--- src/hw/rtl/ssq_pkg.sv ---
`timescale 1ns / 1ps
`default_nettype none

package ssq_pkg;

    // Field widths fixed by the stream format
    localparam int DIR_W        = 3;
    localparam int FIELD_W      = 16;
    localparam int PAT_W        = 4;
    localparam int POS_W        = 16;
    localparam int PATTERN_W    = 32;
    localparam int PATTERN_SLOTS = PATTERN_W / PAT_W;
    localparam int S_TDATA_W    = 40;
    localparam int M_TDATA_W    = 24;
    localparam int CFG_INDEX_W  = 1;
    localparam int CFG_DATA_W   = 32;

    // Item kinds carried on tuser
    localparam logic OP_TICK = 1'b0;
    localparam logic OP_MOVE = 1'b1;

    // Configuration register indexes
    localparam logic [CFG_INDEX_W-1:0] REG_MIN_STEPS     = 1'b0;
    localparam logic [CFG_INDEX_W-1:0] REG_PATTERN_TABLE = 1'b1;

    // Configuration reset values
    localparam logic [FIELD_W-1:0]   MIN_STEPS_RST = 16'd4;
    localparam logic [PATTERN_W-1:0] PATTERN_RST   = 32'h913264C8;

    // Step mode limits
    localparam logic signed [DIR_W-1:0] MODE_MAX  = 3'sd2;
    localparam logic signed [DIR_W-1:0] MODE_MIN  = -3'sd2;
    localparam logic signed [DIR_W-1:0] MODE_STOP = 3'sd0;

    typedef struct packed {
        logic                      opcode;
        logic                      limit_switch;
        logic signed [DIR_W-1:0]   move_direction;
        logic [FIELD_W-1:0]        move_steps;
        logic                      move_continuous;
        logic [FIELD_W-1:0]        move_period;
    } ssq_item_t;

    typedef struct packed {
        logic [PAT_W-1:0]          coil_pattern;
        logic [POS_W-1:0]          position;
        logic signed [DIR_W-1:0]   step_mode;
        logic                      step_event;
    } ssq_result_t;

    typedef struct packed {
        logic [FIELD_W-1:0]        min_steps;
        logic [PATTERN_W-1:0]      pattern_table;
    } ssq_cfg_t;

    // Clamp a requested direction to the legal step modes
    function automatic logic signed [DIR_W-1:0] clamp_mode(
        input logic signed [DIR_W-1:0] dir
    );
        logic signed [DIR_W-1:0] m;
        m = dir;
        if (dir > MODE_MAX)
        begin
            m = MODE_MAX;
        end
        else if (dir < MODE_MIN)
        begin
            m = MODE_MIN;
        end
        return m;
    endfunction

    // Coil pattern at a table slot; slots past the stored eight read as zero
    function automatic logic [PAT_W-1:0] pattern_at(
        input logic [PATTERN_W-1:0] tbl,
        input logic [3:0]           idx
    );
        logic [PAT_W-1:0] p;
        p = '0;
        if (idx < 4'(PATTERN_SLOTS))
        begin
            p = tbl[idx[2:0]*PAT_W +: PAT_W];
        end
        return p;
    endfunction

endpackage

`default_nettype wire

--- src/hw/rtl/ssq_cfg_regs.sv ---
`timescale 1ns / 1ps
`default_nettype none

module ssq_cfg_regs (
    input  wire logic                             clk,
    input  wire logic                             rst_n,
    input  wire logic                             cfg_valid,
    input  wire logic [ssq_pkg::CFG_INDEX_W-1:0]  cfg_index,
    input  wire logic [ssq_pkg::CFG_DATA_W-1:0]   cfg_data,
    output ssq_pkg::ssq_cfg_t                     cfg
);
    import ssq_pkg::*;

    logic [FIELD_W-1:0]   min_steps_reg;
    logic [PATTERN_W-1:0] pattern_reg;

    // Register writes, decoded by index
    always_ff @(posedge clk or negedge rst_n)
    begin
        if (!rst_n)
        begin
            min_steps_reg <= MIN_STEPS_RST;
            pattern_reg   <= PATTERN_RST;
        end
        else if (cfg_valid)
        begin
            unique case (cfg_index)
                REG_MIN_STEPS:     min_steps_reg <= cfg_data[FIELD_W-1:0];
                REG_PATTERN_TABLE: pattern_reg   <= cfg_data[PATTERN_W-1:0];
            endcase
        end
    end

    assign cfg.min_steps     = min_steps_reg;
    assign cfg.pattern_table = pattern_reg;

endmodule

`default_nettype wire

--- src/hw/rtl/ssq_core.sv ---
`timescale 1ns / 1ps
`default_nettype none

module ssq_core #(
    parameter int TABLE_ENTRIES = 8,
    parameter int COUNT_WIDTH   = 16
) (
    input  wire logic           clk,
    input  wire logic           rst_n,
    input  wire logic           fire,
    input  ssq_pkg::ssq_item_t  item,
    input  ssq_pkg::ssq_cfg_t   cfg,
    output ssq_pkg::ssq_result_t result
);
    import ssq_pkg::*;

    localparam int IDX_W = $clog2(TABLE_ENTRIES);
    localparam int SUM_W = IDX_W + 2;
    localparam logic signed [SUM_W-1:0] N_S = SUM_W'(TABLE_ENTRIES);
    localparam logic [COUNT_WIDTH-1:0]  ONE = COUNT_WIDTH'(1);

    logic [IDX_W-1:0]          index_reg,     index_next;
    logic signed [DIR_W-1:0]   mode_reg,      mode_next;
    logic [POS_W-1:0]          position_reg,  position_next;
    logic [COUNT_WIDTH-1:0]    steps_reg,     steps_next;
    logic [COUNT_WIDTH-1:0]    limit_reg,     limit_next;
    logic                      cont_reg,      cont_next;
    logic [COUNT_WIDTH-1:0]    period_reg,    period_next;
    logic [COUNT_WIDTH-1:0]    countdown_reg, countdown_next;

    logic [COUNT_WIDTH+FIELD_W-1:0] period_wide;
    logic [COUNT_WIDTH+FIELD_W-1:0] limit_wide;
    logic [COUNT_WIDTH-1:0]         move_period_c;
    logic signed [SUM_W-1:0]        index_sum;
    logic [COUNT_WIDTH+FIELD_W-1:0] steps_cmp;
    logic [COUNT_WIDTH+FIELD_W-1:0] min_cmp;
    logic                           event_flag;

    // Move fields fitted to the counter width
    assign period_wide   = {COUNT_WIDTH'(0), item.move_period};
    assign limit_wide    = {COUNT_WIDTH'(0), item.move_steps};
    assign move_period_c = period_wide[COUNT_WIDTH-1:0];

    // Table index moved by the current mode, wrapped into the table
    assign index_sum = $signed({2'b00, index_reg}) + SUM_W'(mode_reg);

    always_comb
    begin
        index_next     = index_reg;
        mode_next      = mode_reg;
        position_next  = position_reg;
        steps_next     = steps_reg;
        limit_next     = limit_reg;
        cont_next      = cont_reg;
        period_next    = period_reg;
        countdown_next = countdown_reg;
        event_flag     = 1'b0;
        steps_cmp      = '0;
        min_cmp        = '0;

        if (item.opcode == OP_MOVE)
        begin
            // Move command: load the move, countdown holds its value
            mode_next   = clamp_mode(item.move_direction);
            steps_next  = '0;
            period_next = (move_period_c == '0) ? ONE : move_period_c;
            limit_next  = limit_wide[COUNT_WIDTH-1:0];
            cont_next   = item.move_continuous;
        end
        else if (countdown_reg > ONE)
        begin
            countdown_next = countdown_reg - ONE;
        end
        else
        begin
            // Period expired: step the index, position and step count
            event_flag     = 1'b1;
            countdown_next = period_reg;
            if (index_sum < 0)
            begin
                index_next = IDX_W'(index_sum + N_S);
            end
            else if (index_sum >= N_S)
            begin
                index_next = IDX_W'(index_sum - N_S);
            end
            else
            begin
                index_next = IDX_W'(index_sum);
            end

            if (mode_reg != MODE_STOP)
            begin
                position_next = position_reg + {{(POS_W-DIR_W){mode_reg[DIR_W-1]}}, mode_reg};
                if (steps_reg != '1)
                begin
                    steps_next = steps_reg + ONE;
                end
            end

            // Stop on a limit switch press past min_steps or an exhausted step budget
            steps_cmp = {FIELD_W'(0), steps_next};
            min_cmp   = {COUNT_WIDTH'(0), cfg.min_steps};
            if ((item.limit_switch && (steps_cmp > min_cmp)) ||
                (!cont_reg && (steps_next > limit_reg)))
            begin
                mode_next = MODE_STOP;
                cont_next = 1'b1;
            end
        end
    end

    // State registers, updated once per item
    always_ff @(posedge clk or negedge rst_n)
    begin
        if (!rst_n)
        begin
            index_reg     <= '0;
            mode_reg      <= MODE_STOP;
            position_reg  <= '0;
            steps_reg     <= '0;
            limit_reg     <= '0;
            cont_reg      <= 1'b1;
            period_reg    <= ONE;
            countdown_reg <= ONE;
        end
        else if (fire)
        begin
            index_reg     <= index_next;
            mode_reg      <= mode_next;
            position_reg  <= position_next;
            steps_reg     <= steps_next;
            limit_reg     <= limit_next;
            cont_reg      <= cont_next;
            period_reg    <= period_next;
            countdown_reg <= countdown_next;
        end
    end

    // Result reflects the state after this item
    assign result.coil_pattern = pattern_at(cfg.pattern_table, 4'(index_next));
    assign result.position     = position_next;
    assign result.step_mode    = mode_next;
    assign result.step_event   = event_flag;

endmodule

`default_nettype wire

--- src/hw/rtl/stepper_step_sequencer.sv ---
`timescale 1ns / 1ps
`default_nettype none

// Stepper coil sequencer. Each tick transaction counts the step period down;
// on expiry the coil table index moves by the signed step mode and the new
// pattern, position and mode are reported with step_event set. A move
// transaction loads mode, period, step count and continuous flag. Exactly one
// result leaves for every input transaction, in order. Throughput is one
// transaction per clock when m_tready does not stall the result register:
// the whole update is a single pass of adds and compares between the input
// register and the result register, which each transaction passes in turn.
// Configuration writes are taken every cycle (cfg_ready is always high) and
// belong to idle periods.
module stepper_step_sequencer #(
    parameter int TABLE_ENTRIES = 8,
    parameter int COUNT_WIDTH   = 16
) (
    input  wire logic                             clk,
    input  wire logic                             rst_n,
    // tdata: limit_switch, move_direction[2:0], move_steps[15:0],
    //        move_continuous, move_period[15:0], zero pad
    input  wire logic                             s_tvalid,
    output      logic                             s_tready,
    input  wire logic [ssq_pkg::S_TDATA_W-1:0]    s_tdata,
    // tuser: opcode
    input  wire logic                             s_tuser,
    // tdata: coil_pattern[3:0], position[15:0], step_mode[2:0], step_event
    output      logic                             m_tvalid,
    input  wire logic                             m_tready,
    output      logic [ssq_pkg::M_TDATA_W-1:0]    m_tdata,
    input  wire logic                             cfg_valid,
    output      logic                             cfg_ready,
    input  wire logic [ssq_pkg::CFG_INDEX_W-1:0]  cfg_index,
    input  wire logic [ssq_pkg::CFG_DATA_W-1:0]   cfg_data
);
    import ssq_pkg::*;

    logic        in_valid_reg;
    ssq_item_t   in_item_reg;
    logic        out_valid_reg;
    ssq_result_t out_result_reg;
    ssq_result_t result;
    ssq_cfg_t    cfg;
    logic        advance;
    logic        s_fire;

    assign advance   = in_valid_reg && (!out_valid_reg || m_tready);
    assign s_tready  = !in_valid_reg || advance;
    assign s_fire    = s_tvalid && s_tready;
    assign cfg_ready = 1'b1;

    // Input register valid
    always_ff @(posedge clk or negedge rst_n)
    begin
        if (!rst_n)
        begin
            in_valid_reg <= 1'b0;
        end
        else if (s_tready)
        begin
            in_valid_reg <= s_tvalid;
        end
    end

    // Input payload
    always_ff @(posedge clk)
    begin
        if (s_fire)
        begin
            in_item_reg.opcode          <= s_tuser;
            in_item_reg.limit_switch    <= s_tdata[0];
            in_item_reg.move_direction  <= s_tdata[3:1];
            in_item_reg.move_steps      <= s_tdata[19:4];
            in_item_reg.move_continuous <= s_tdata[20];
            in_item_reg.move_period     <= s_tdata[36:21];
        end
    end

    ssq_cfg_regs u_cfg (
        .clk       (clk),
        .rst_n     (rst_n),
        .cfg_valid (cfg_valid && cfg_ready),
        .cfg_index (cfg_index),
        .cfg_data  (cfg_data),
        .cfg       (cfg)
    );

    ssq_core #(
        .TABLE_ENTRIES (TABLE_ENTRIES),
        .COUNT_WIDTH   (COUNT_WIDTH)
    ) u_core (
        .clk    (clk),
        .rst_n  (rst_n),
        .fire   (advance),
        .item   (in_item_reg),
        .cfg    (cfg),
        .result (result)
    );

    // Result register valid
    always_ff @(posedge clk or negedge rst_n)
    begin
        if (!rst_n)
        begin
            out_valid_reg <= 1'b0;
        end
        else if (advance)
        begin
            out_valid_reg <= 1'b1;
        end
        else if (m_tready)
        begin
            out_valid_reg <= 1'b0;
        end
    end

    // Result payload
    always_ff @(posedge clk)
    begin
        if (advance)
        begin
            out_result_reg <= result;
        end
    end

    assign m_tvalid = out_valid_reg;
    assign m_tdata  = {out_result_reg.step_event, out_result_reg.step_mode,
                       out_result_reg.position, out_result_reg.coil_pattern};

    // Reported mode is always a legal step mode
    assert property (@(posedge clk) disable iff (!rst_n)
        m_tvalid |-> (m_tdata[22:20] != 3'b011 && m_tdata[22:20] != 3'b100 &&
                      m_tdata[22:20] != 3'b101))
        else $error("step mode out of range");

    // A move transaction never reports a step
    assert property (@(posedge clk) disable iff (!rst_n)
        (advance && in_item_reg.opcode == OP_MOVE) |=> !out_result_reg.step_event)
        else $error("step event on move transaction");

    // With the result register empty the input side keeps flowing
    assert property (@(posedge clk) disable iff (!rst_n)
        !out_valid_reg |-> s_tready)
        else $error("input stalled with empty result register");

endmodule

`default_nettype wire

--- config.mk ---
export PLATFORM = sky130hd
export DESIGN_NAME = stepper_step_sequencer
export DESIGN_NICKNAME = d
export VERILOG_FILES = /design/src/hw/rtl/ssq_pkg.sv /design/src/hw/rtl/ssq_cfg_regs.sv /design/src/hw/rtl/ssq_core.sv /design/src/hw/rtl/stepper_step_sequencer.sv
export SDC_FILE = /design/constraint.sdc
export NUM_CORES = 1
export LEC_CHECK = 0
export BUFFER_PORTS_ARGS = -buffer_cell sky130_fd_sc_hd__buf_4
export CAP_MARGIN = 20
export CORE_UTILIZATION = 48
export CTS_BUF_LIST = sky130_fd_sc_hd__clkbuf_2 sky130_fd_sc_hd__clkbuf_4 sky130_fd_sc_hd__clkbuf_8
export DETAILED_ROUTE_END_ITERATION = 10
export HOLD_SLACK_MARGIN = 0.15
export PLACE_DENSITY = 0.67
export SYNTH_ARGS = -nofsm -noshare
export SYNTH_HDL_FRONTEND = slang
export SYNTH_SLANG_ARGS = --single-unit
--- constraint.sdc ---
create_clock -name clk -period 3.6 [get_ports clk]
set_input_delay 0.18 -clock clk [delete_from_list [all_inputs] [get_ports clk]]
set_output_delay 0.18 -clock clk [all_outputs]
set_load 0.01 [all_outputs]
# [Yosys cells after proc, flatten, opt, wreduce, memory -nomap -nowiden]
# Cells that the tools add are included.
[totals] ff_bits=199 latchBits=0 ram_bits=0 mem_bits_ro=0 in_bits=79 out_inout_bits=27 elab_cells=86 n_memories=0
[classes] n_addsub=6 n_mul=0 div_mod_pow=0 order_cmp=7 n_eq_ne=2 shift=1 mux=26 n_bitwise=2 n_reduce_logical=20
[ops] cell="$mux 16" n=11
[ops] cell="$gt 16x16->1" n=2
[ops] cell="$shiftx 32x6->4" n=1
[ops] cell="$mux 3" n=9
[ops] cell="$add 16x1->16 const B" n=1
[ops] cell="$add 16x16->16" n=1
[ops] cell="$gt 16x1->1 const B" n=1
[ops] cell="$logic_not 16->1" n=1
[ops] cell="$ne 16x16->1 const B" n=1
[ops] cell="$sub 16x1->16 const B" n=1
[ops] cell="$reduce_and 2->1" n=5
[ops] cell="$mux 1" n=6
[ops] cell="$add 4x3->5" n=1
[ops] cell="$ge 5x5->1 const B" n=1
[ops] cell="$lt 5x1->1 const B" n=1
[ops] cell="$logic_and 1x1->1" n=4
[ops] cell="$reduce_bool 2->1" n=2
[ops] cell="$add 3x1->3 const B" n=1
[ops] cell="$gt 3x3->1 const B" n=1
[ops] cell="$logic_not 1->1" n=3
[ops] cell="$logic_or 1x1->1" n=3
[ops] cell="$lt 3x2->1 const B" n=1
[ops] cell="$reduce_and 3->1" n=1
[ops] cell="$reduce_bool 3->1" n=1
[ops] cell="3 further kinds" n=4

# [Logic depth before layout (Yosys ltp)]
# Gate-level depths: netlist of the first run.
[logic_depth] depth_word=11 mapped_depth=14 ltp_nobuf=14

# [Hierarchy]
# From an unflattened synthesis of the first run, not the netlist that was laid out.
[unflattened] hier_cells=868 hier_area_um2=10035.9
[modules_own_cells] mod="ssq_core" instances=1 cells_per_inst=693 area_per_inst_um2=6219.7 seq_area_each_um2=2180.8
[modules_own_cells] mod="stepper_step_sequencer" instances=1 cells_per_inst=72 area_per_inst_um2=1976.9 seq_area_each_um2=1911.8
[modules_own_cells] mod="ssq_cfg_regs" instances=1 cells_per_inst=103 area_per_inst_um2=1839.3 seq_area_each_um2=1217.4

# [Worst setup path before layout of the first run]
# No wires, ideal clock.
[synth_path] path_type="register to register" start="register u_core.steps_reg[6]" end="register u_core.mode_reg[0]" setup_ns=0.068 t_arrival_ns=3.411 t_required_ns=3.532 slack_ns=0.121 path_stages_with_launch=15 n_path_buf=1 synth_period_minus_slack_ns=3.479 cell_sequence="dfrtp_1 > clkbuf_1 > nand4_1 > nor4_1 > a21oi_1 > nand3_1 > xnor2_1 > ha_1 > a21o_1 > a21o_1 > a21oi_1 > nor3_1 > o41a_1 > o31ai_1 > a22o_1"
[synth_via] elab_chain_cells=11 elab_cells_between_ends=14 classes_between="add/sub (1); order compare (2); eq/ne (1); mux (7); reduce/logical (3)"
[synth_lines] element="from (decl)" line_no="ssq_core.sv:25" source="logic [COUNT_WIDTH-1:0] steps_reg, steps_next;"
[synth_lines] element="from (signal assigned)" line_no="ssq_core.sv:132" source="steps_reg <= steps_next;"
[synth_lines] element="$add 16x1->16 or $ne 16x16->1 (tied branches)" line_no="ssq_core.sv:97, ssq_core.sv:95"
[synth_lines] element="$mux 16" line_no="ssq_core.sv:95" source="if (steps_reg != '1)"
[synth_lines] element="$mux 16 *" line_no="ssq_core.sv:92" source="if (mode_reg != MODE_STOP)"
[synth_lines] element="$mux 16 *" line_no="ssq_core.sv:70" source="else if (countdown_reg > ONE)"
[synth_lines] element="$mux 16 *" line_no="ssq_core.sv:61" source="if (item.opcode == OP_MOVE)"
[synth_lines] element="$gt 16x16->1 (on tied branches)" line_no="ssq_core.sv:104, ssq_core.sv:105"
[synth_lines] element="$logic_and 1x1->1 (on tied branches)" line_no="ssq_core.sv:104, ssq_core.sv:105"
[synth_lines] element="$logic_or 1x1->1 *" line_no="ssq_core.sv:104" source="if ((item.limit_switch && (steps_cmp > min_cmp)) ||"
[synth_lines] element="$mux 3 *" line_no="ssq_core.sv:104"
[synth_lines] element="$mux 3 *" line_no="ssq_core.sv:70"
[synth_lines] element="$mux 3 *" line_no="ssq_core.sv:61"
[synth_lines] element="to (signal assigned)" line_no="ssq_core.sv:130" source="mode_reg <= mode_next;"
[synth_lines] element="to (decl)" line_no="ssq_core.sv:23" source="logic signed [DIR_W-1:0] mode_reg, mode_next;"
# Mark *: on every way between the ends. The rest lies on a longest branch, timed or not. The select of a mux whose other input is x is not followed.
# A chain may end at the register's enable or synchronous reset.

# [Worst setup path in the final report of the first run]
[layout_path] start="register u_core.steps_reg[4]" end="register u_core.mode_reg[2]"
# Same word-level chain as after synthesis.

==> out/results.ini, run 1 <==
[timing]
fin_crit_sh=0.9704
hold_viol=0
max_freq_mhz=286.2
slew_violations=0
skew_ns=0.01916
fin_crit_ns=3.494
tns_ns=0
finalSetupViolCount=0
slew_headroom=0.3802
worst_pin_slew_ns=0.9297

[worst_setup_path]
cp-end-kind=flip-flop
worstSetupPathType=reg -> reg
crit_path_start_kind=flip-flop
cp_max_fo=8
arrival_ns=3.90
cp.required_ns=4.01
r2r_slack_ns=0.11

[clocking]
clock_latency_ns=0.47
numCtsBuffers=17
clockBufferDepth=2
cts_tree=built
cts-root-buf=clkbuf_8
htreeDepth=4
cts_setup_buffers=0
cts_sinks=199
clk_transition_reported_paths_ns=0.11

[global_routing]
grt_max_degree=95
track_usage=0.2049
grt_pass1_vias=7007
antenna_found_initial=0
gr-total-overflow=0
grt_pass1_wl_um=34710

[detailed_routing]
post_drt_wl_per_cell_um=15.17
drc=0
vias_per_cell=5.231
drt_pre_antenna_iters=5
drt-initial-drc-count=384
ant_nets=0
vias=7051
wl_um=20450

[floorplan]
start_util=0.4883
die_h_um=145.5
fp.dieArea_sq_mm=0.02116
num_io_pins=106
core_area_sq_mm=0.02023
dieWidth_um=145.5
num_rows=52

[placement]
port_buffers=101
gp_congestion=0.8845
dp_hpwl_um=13870

[cells_and_area]
final_layout_size_suffix_gt1_frac=0.2597
num_antenna_cells=0
largest_reg_flops=38
multiInputGateArea_sq_mm=0.004345
fin_nets=1197
nFillCells=1661
area_growth_pct=24.84
ff_latch_area_sq_mm=0.005313

[yosys]
synth_top_family_by_area=multiplexers
yosysWarnings=0
synth.distinct_cells=57
synthSimpleGateAreaFrac=0.1044
synthCells=867
syn_nets=999
postSynth.asyncResetShare=0.6884
synth.avg_cell_area_sq_um=11.40
synth_xor_area_frac=0.02394
synth_compound_area_frac=0.1154
synth_most_common_cell=dfrtp_1
synth.area.top_cells=dfrtp_1 31%, edfxtp_1 19%, mux2_2 8.8%, ha_1 6.5%, dfstp_2 4.3%
synth-edff-count=62
yosysSeqAreaShare=0.5375
synth_top_area_frac=0.3065
netlist_area_sq_mm=0.009879
synth_fa_ha_area_frac=0.06864
synthTopCellsByCount=121 x dfrtp_1, 77 x mux2_2, 76 x nand2_1
synth_flop_cell=dfrtp_1
yosysTopAreaCell=dfrtp_1
synth.area.mux_share=0.1196
ys_ff_latch=199

[power_and_ir_drop]
peakVddDrop_v=0.0002807
p_leak_uw=0.005551
power.density_mw_per_mm2=463.3
power.total_uw=5714

[run]
maxCapViolCount=0

[run_status]
outcome=completed

[worst_hold_path]
hold_path_class=in -> reg

## final cells by class
| class | count | area share |
|---|---|---|
| inverters | 47 | 0.01430 |
| well taps | 270 | 0.02739 |
| multi-input cells | 592 | 0.3523 |
| clock inverters | 14 | 0.01288 |
| flip-flops and latches | 199 | 0.4308 |
| clock buffers | 18 | 0.02009 |
| repair buffers | 208 | 0.1422 |
## cells by family after synthesis
| group | count (synthesis) |
|---|---|
| other | 1 |
| AND/OR/NAND/NOR | 217 |
| flip-flops | 199 |
| adder cells (fa/ha/maj) | 53 |
| multiplexers | 108 |
| buffers and inverters | 76 |
| AO/OA/AOI/OAI | 186 |
| XOR/XNOR | 27 |
## metal layers
layer | vias up | track usage | routed length [um]
li1 | 3552 | - | -
met1 | 3327 | 0.2899 | 10090
met2 | 156 | 0.3291 | 9405
met3 | 16 | 0.03292 | 711
met4 | 0 | 0.05421 | 238
met5 | - | 0 | 0
## stage by stage
stage          hold slack, ns  instances  area (sq um)  setup WS [ns]    util
6_report               0.1993       1348         12330         0.1064  0.6095
5_1_grt                0.2107       1348         12330       -0.01947  0.6095
3_5_place_dp           0.3425       1242         11110       0.003352  0.5490
4_1_cts                0.1727       1348         12260        0.03539  0.6060
2_1_floorplan         -0.1156        867          9879         0.1214       -
3_3_place_gp           0.3530       1241         11100         0.1272  0.5485
## path summary, 6_finish.rpt
| kind | startpoint | endpoint | cells after the start |
|---|---|---|---|
| max in group asynchronous | rst_n | u_cfg.pattern_reg[6]$_DFFE_PN1P_ | 3 |
| min reg2reg | u_core.cont_reg$_DFFE_PN1P_ | u_core.cont_reg$_DFFE_PN1P_ | 2 |
| min in group asynchronous | rst_n | u_core.position_reg[8]$_DFFE_PN0P_ | 2 |
| min | cfg_index | u_cfg.min_steps_reg[2]$_DFFE_PN1P_ | 5 |
| max reg2reg | u_core.steps_reg[4]$_DFFE_PN0P_ | u_core.mode_reg[2]$_DFFE_PN0P_ | 14 |
| max | u_core.steps_reg[4]$_DFFE_PN0P_ | u_core.mode_reg[2]$_DFFE_PN0P_ | 14 |
## placed cells by master (no fill, tap or decap), drive strengths merged, types with 5 or more instances in the layout
cell type and count:
buf 134, xor2 10, nand2 76, dfstp 16
dfrtp 121, a21oi 45, edfxtp 62, o21a 9
inv 53, mux2i 31, a21o 13, dlygate4sd3 74
a211oi 5, clkbuf 18, xnor2 17, or2 6
nand3 14, nor3 18, clkinv 7, ha 51
a22o 9, nand2b 6, nor2 49, mux2 77
or4 5, nor4 8, and3 6, o21ai 67
o31ai 11, nand4 14
## worst max-delay path, stage by stage, from the launching register on
cell     delay, ns
dfrtp_1       0.43
and3_1        0.22
and3_1        0.21
a21oi_1       0.22
buf_4         0.20
nand3_1       0.17
xnor2_2       0.27
ha_1          0.31
nand3_1       0.09
o22ai_1       0.08
o21a_1        0.18
o41a_1        0.48
o31ai_2       0.28
buf_4         0.18
a32o_1        0.11
## power breakdown
group / internal [uW] / switching, uW
combinational: 661 / 678
clock: 544 / 890
sequential: 2720 / 221
## repair_timing
| action | CTS | global route |
|---|---|---|
| gates resized for setup | 2 | 14 |
| gates cloned | 0 | 0 |
| pin swaps | 0 | 3 |
| setup endpoints to repair | 4 | 7 |
| endpoints found under the hold margin | 170 | 0 |
| hold buffers | 74 | 0 |
Power figures use the tool's default switching activity.
==> run 2: changes to the inputs <==
- ABC_AREA: default -> 1
- CORE_UTILIZATION: 48 -> 56
- PLACE_DENSITY: 0.67 -> 0.76
==> run 2 against run 1 <==
Against the previous run: combinational power rose by 72%; worst setup slack improved by 0.26 ns; global-route usage rose by 5.1 points; critical path type unchanged; highest routed layer unchanged; the run now ends with DRC left; critical endpoint is now u_core.mode_reg[1]$_DFFE_PN0P_.
==> out/results.ini, run 2 <==
[yosys]
netlist_area_sq_mm=0.01054
yosysWarnings=0
postSynth.asyncResetShare=0.6884
synth_most_common_cell=nand2_1
synth_flop_cell=dfrtp_1
synth.avg_cell_area_sq_um=8.728
syn_nets=1339
synthTopCellsByCount=338 x nand2_1, 153 x inv_1, 121 x dfrtp_1
ys_ff_latch=199
synth.distinct_cells=56
synth_top_area_frac=0.2874
synthCells=1207
yosysSeqAreaShare=0.5040
yosysTopAreaCell=dfrtp_1
synth.area.top_cells=dfrtp_1 29%, edfxtp_1 18%, nand2_1 12%, ha_1 6.1%, inv_1 5.5%
synth-edff-count=62

[worst_setup_path]
cp_max_fo=10
arrival_ns=3.68
cp-end-kind=flip-flop
reg2reg_depth=20
cp.required_ns=4.04
crit_path_start_kind=flip-flop
worstSetupPathType=reg -> reg

[timing]
slew_violations=0
slew_headroom=0.3512
max_freq_mhz=308.8
hold_viol=0
worst_pin_slew_ns=0.9697
grt_setup_unrepaired=no
skew_ns=0.01887
fin_crit_ns=3.238
fin_crit_sh=0.8996
finalSetupViolCount=0
tns_ns=0

[global_routing]
antenna_found_initial=1
grt_pass1_wl_um=39070
grt_pass1_vias=8169
grt_max_degree=96
track_usage=0.2559
gr-total-overflow=0

[clocking]
cts_setup_buffers=0
numCtsBuffers=17
cts_tree=built
cts-root-buf=clkbuf_8
clock_latency_ns=0.50
clockBufferDepth=2
htreeDepth=4
clk_transition_reported_paths_ns=0.11
cts_sinks=199

[power_and_ir_drop]
sequentialPowerShare=0.444
p_switching_uw=2540
peakVddDrop_v=0.0003201
p_comb_frac=0.337
p_int_uw=4293
power.density_mw_per_mm2=538.5
switching_share=0.3718
p_clk_frac=0.219
p_leak_uw=0.006249

[run_status]
violations=DRC
outcome=finished with violations

[detailed_routing]
ant_nets=0
post_drt_wl_per_cell_um=14.33
drt-initial-drc-count=661
wl_um=23230
drt_pre_antenna_iters=11
vias_per_cell=5.246
drc=7
vias=8504

[floorplan]
start_util=0.5786
fp.dieArea_sq_mm=0.01937
die_h_um=139.2
core_area_sq_mm=0.01821
num_io_pins=106
dieWidth_um=139.2
num_rows=49

[placement]
port_buffers=101
dpl.cell_count=1513
gp_congestion=0.8533
dp_hpwl_um=15850

[cells_and_area]
final_layout_size_suffix_gt1_frac=0.1524
final_common_cell=nand2_1
area_growth_pct=20.46
fin_nets=1510
mostFrequentLayoutCells=338 x nand2_1, 153 x inv_1, 121 x dfrtp_1, 110 x buf_4, 89 x o21ai_0
largest_reg_flops=38
fin_cells=1621

[run]
maxCapViolCount=0

[worst_hold_path]
hold_path_class=in -> async

[run 2: cell count changes in the layout (fill, tap and decap cells not counted), moves of 11 or more]
cell / previous run / this run
nand3b_1: 1 / 20
o21ai_1: 3 / 14
inv_1: 46 / 153
nand3_1: 14 / 71
nor2_1: 48 / 62
o21ai_0: 64 / 89
buf_4: 132 / 110
mux2i_1: 30 / 0
nor3_1: 15 / 3
mux2_2: 77 / 8
nand2_1: 76 / 338
[run 2: power by group through the flow]
stage	combinational [uW]	clock, uW	sequential, uW
finish	2300	1490	3040
global placement	2150	0	3060
floorplan	1610	0	3050
CTS	2300	1520	3030
global route	2630	1610	3080
detailed placement	2220	0	3080
[run 2: path summary, 6_finish.rpt]
check / start / to / slack (ns)
max: u_core.steps_reg[0]$_DFFE_PN0P_ / u_core.mode_reg[1]$_DFFE_PN0P_ / 0.36
min in group clk: s_tdata[28] / in_item_reg[7]$_DFFE_PP_ / 0.39
min: rst_n / u_core.limit_reg[8]$_DFFE_PN0P_ / 0.31
min reg2reg: in_item_reg[25]$_DFFE_PP_ / u_core.limit_reg[8]$_DFFE_PN0P_ / 0.47
max reg2reg: u_core.steps_reg[0]$_DFFE_PN0P_ / u_core.mode_reg[1]$_DFFE_PN0P_ / 0.36
max in group asynchronous: rst_n / u_core.period_reg[0]$_DFFE_PN1P_ / 2.35
[run 2: cell families after synthesis]
family	after synthesis	share of synthesized area
multiplexers	8	0.008551
XOR/XNOR	25	0.02150
other	1	0.0003560
buffers and inverters	196	0.07268
flip-flops	199	0.5040
AO/OA/AOI/OAI	180	0.09596
adder cells (fa/ha/maj)	53	0.06437
AND/OR/NAND/NOR	545	0.2325
[run 2: metal layers]
metal	part of all wire	track usage	vias up
met3	0.038	0.04213	24
li1	-	-	4271
met2	0.48	0.4240	169
met1	0.47	0.3466	4040
met4	0.014	0.07836	0
met5	0	0	-
[run 2: cell type report]
cell class              count  area (sq um)
clock buffers              17         234.0
inverters                 161         604.3
clock inverters            15         183.9
repair buffers            187          1603
diodes                      1         2.502
flip-flops and latches    199          5310
well taps                 229         286.5
fillers                  1396          5518
multi-input cells         812          4467
[run 2: worst max-delay path, stage by stage, from the launching register on]
cell and delay [ns]:
dfrtp_1 0.43, ha_1 0.21, nand2_1 0.08, nor2_1 0.18
nand2_1 0.11, or3_1 0.48, nand3_1 0.15, nand2_1 0.08
inv_1 0.13, ha_1 0.28, a21oi_1 0.16, nand2_1 0.06
a21oi_1 0.20, nand2_1 0.08, nand2_1 0.06, nand2_1 0.09
nand2_1 0.13, nand2_1 0.06, nand2_1 0.09, nand2_1 0.06
nand2_1 0.06
[run 2: stage by stage]
stage	hold slack [ns]	instance area (sq um)	power [uW]	utilization	setup slack (ns)
floorplan	-0.1156	10540	4658	-	0.7875
global route	0.3865	12690	7320	0.6970	0.05596
detailed placement	0.3435	11520	5300	0.6327	0.4176
global placement	0.3512	11500	5210	0.6318	0.4979
finish	0.3062	12690	6833	0.6970	0.3615
CTS	0.3683	12690	6850	0.6968	0.3829
[run 2: what timing repair did]
action | in CTS | in global routing
gates resized for setup | 0 | 0
hold buffers | 75 | 0
endpoints found under the hold margin | 171 | 0
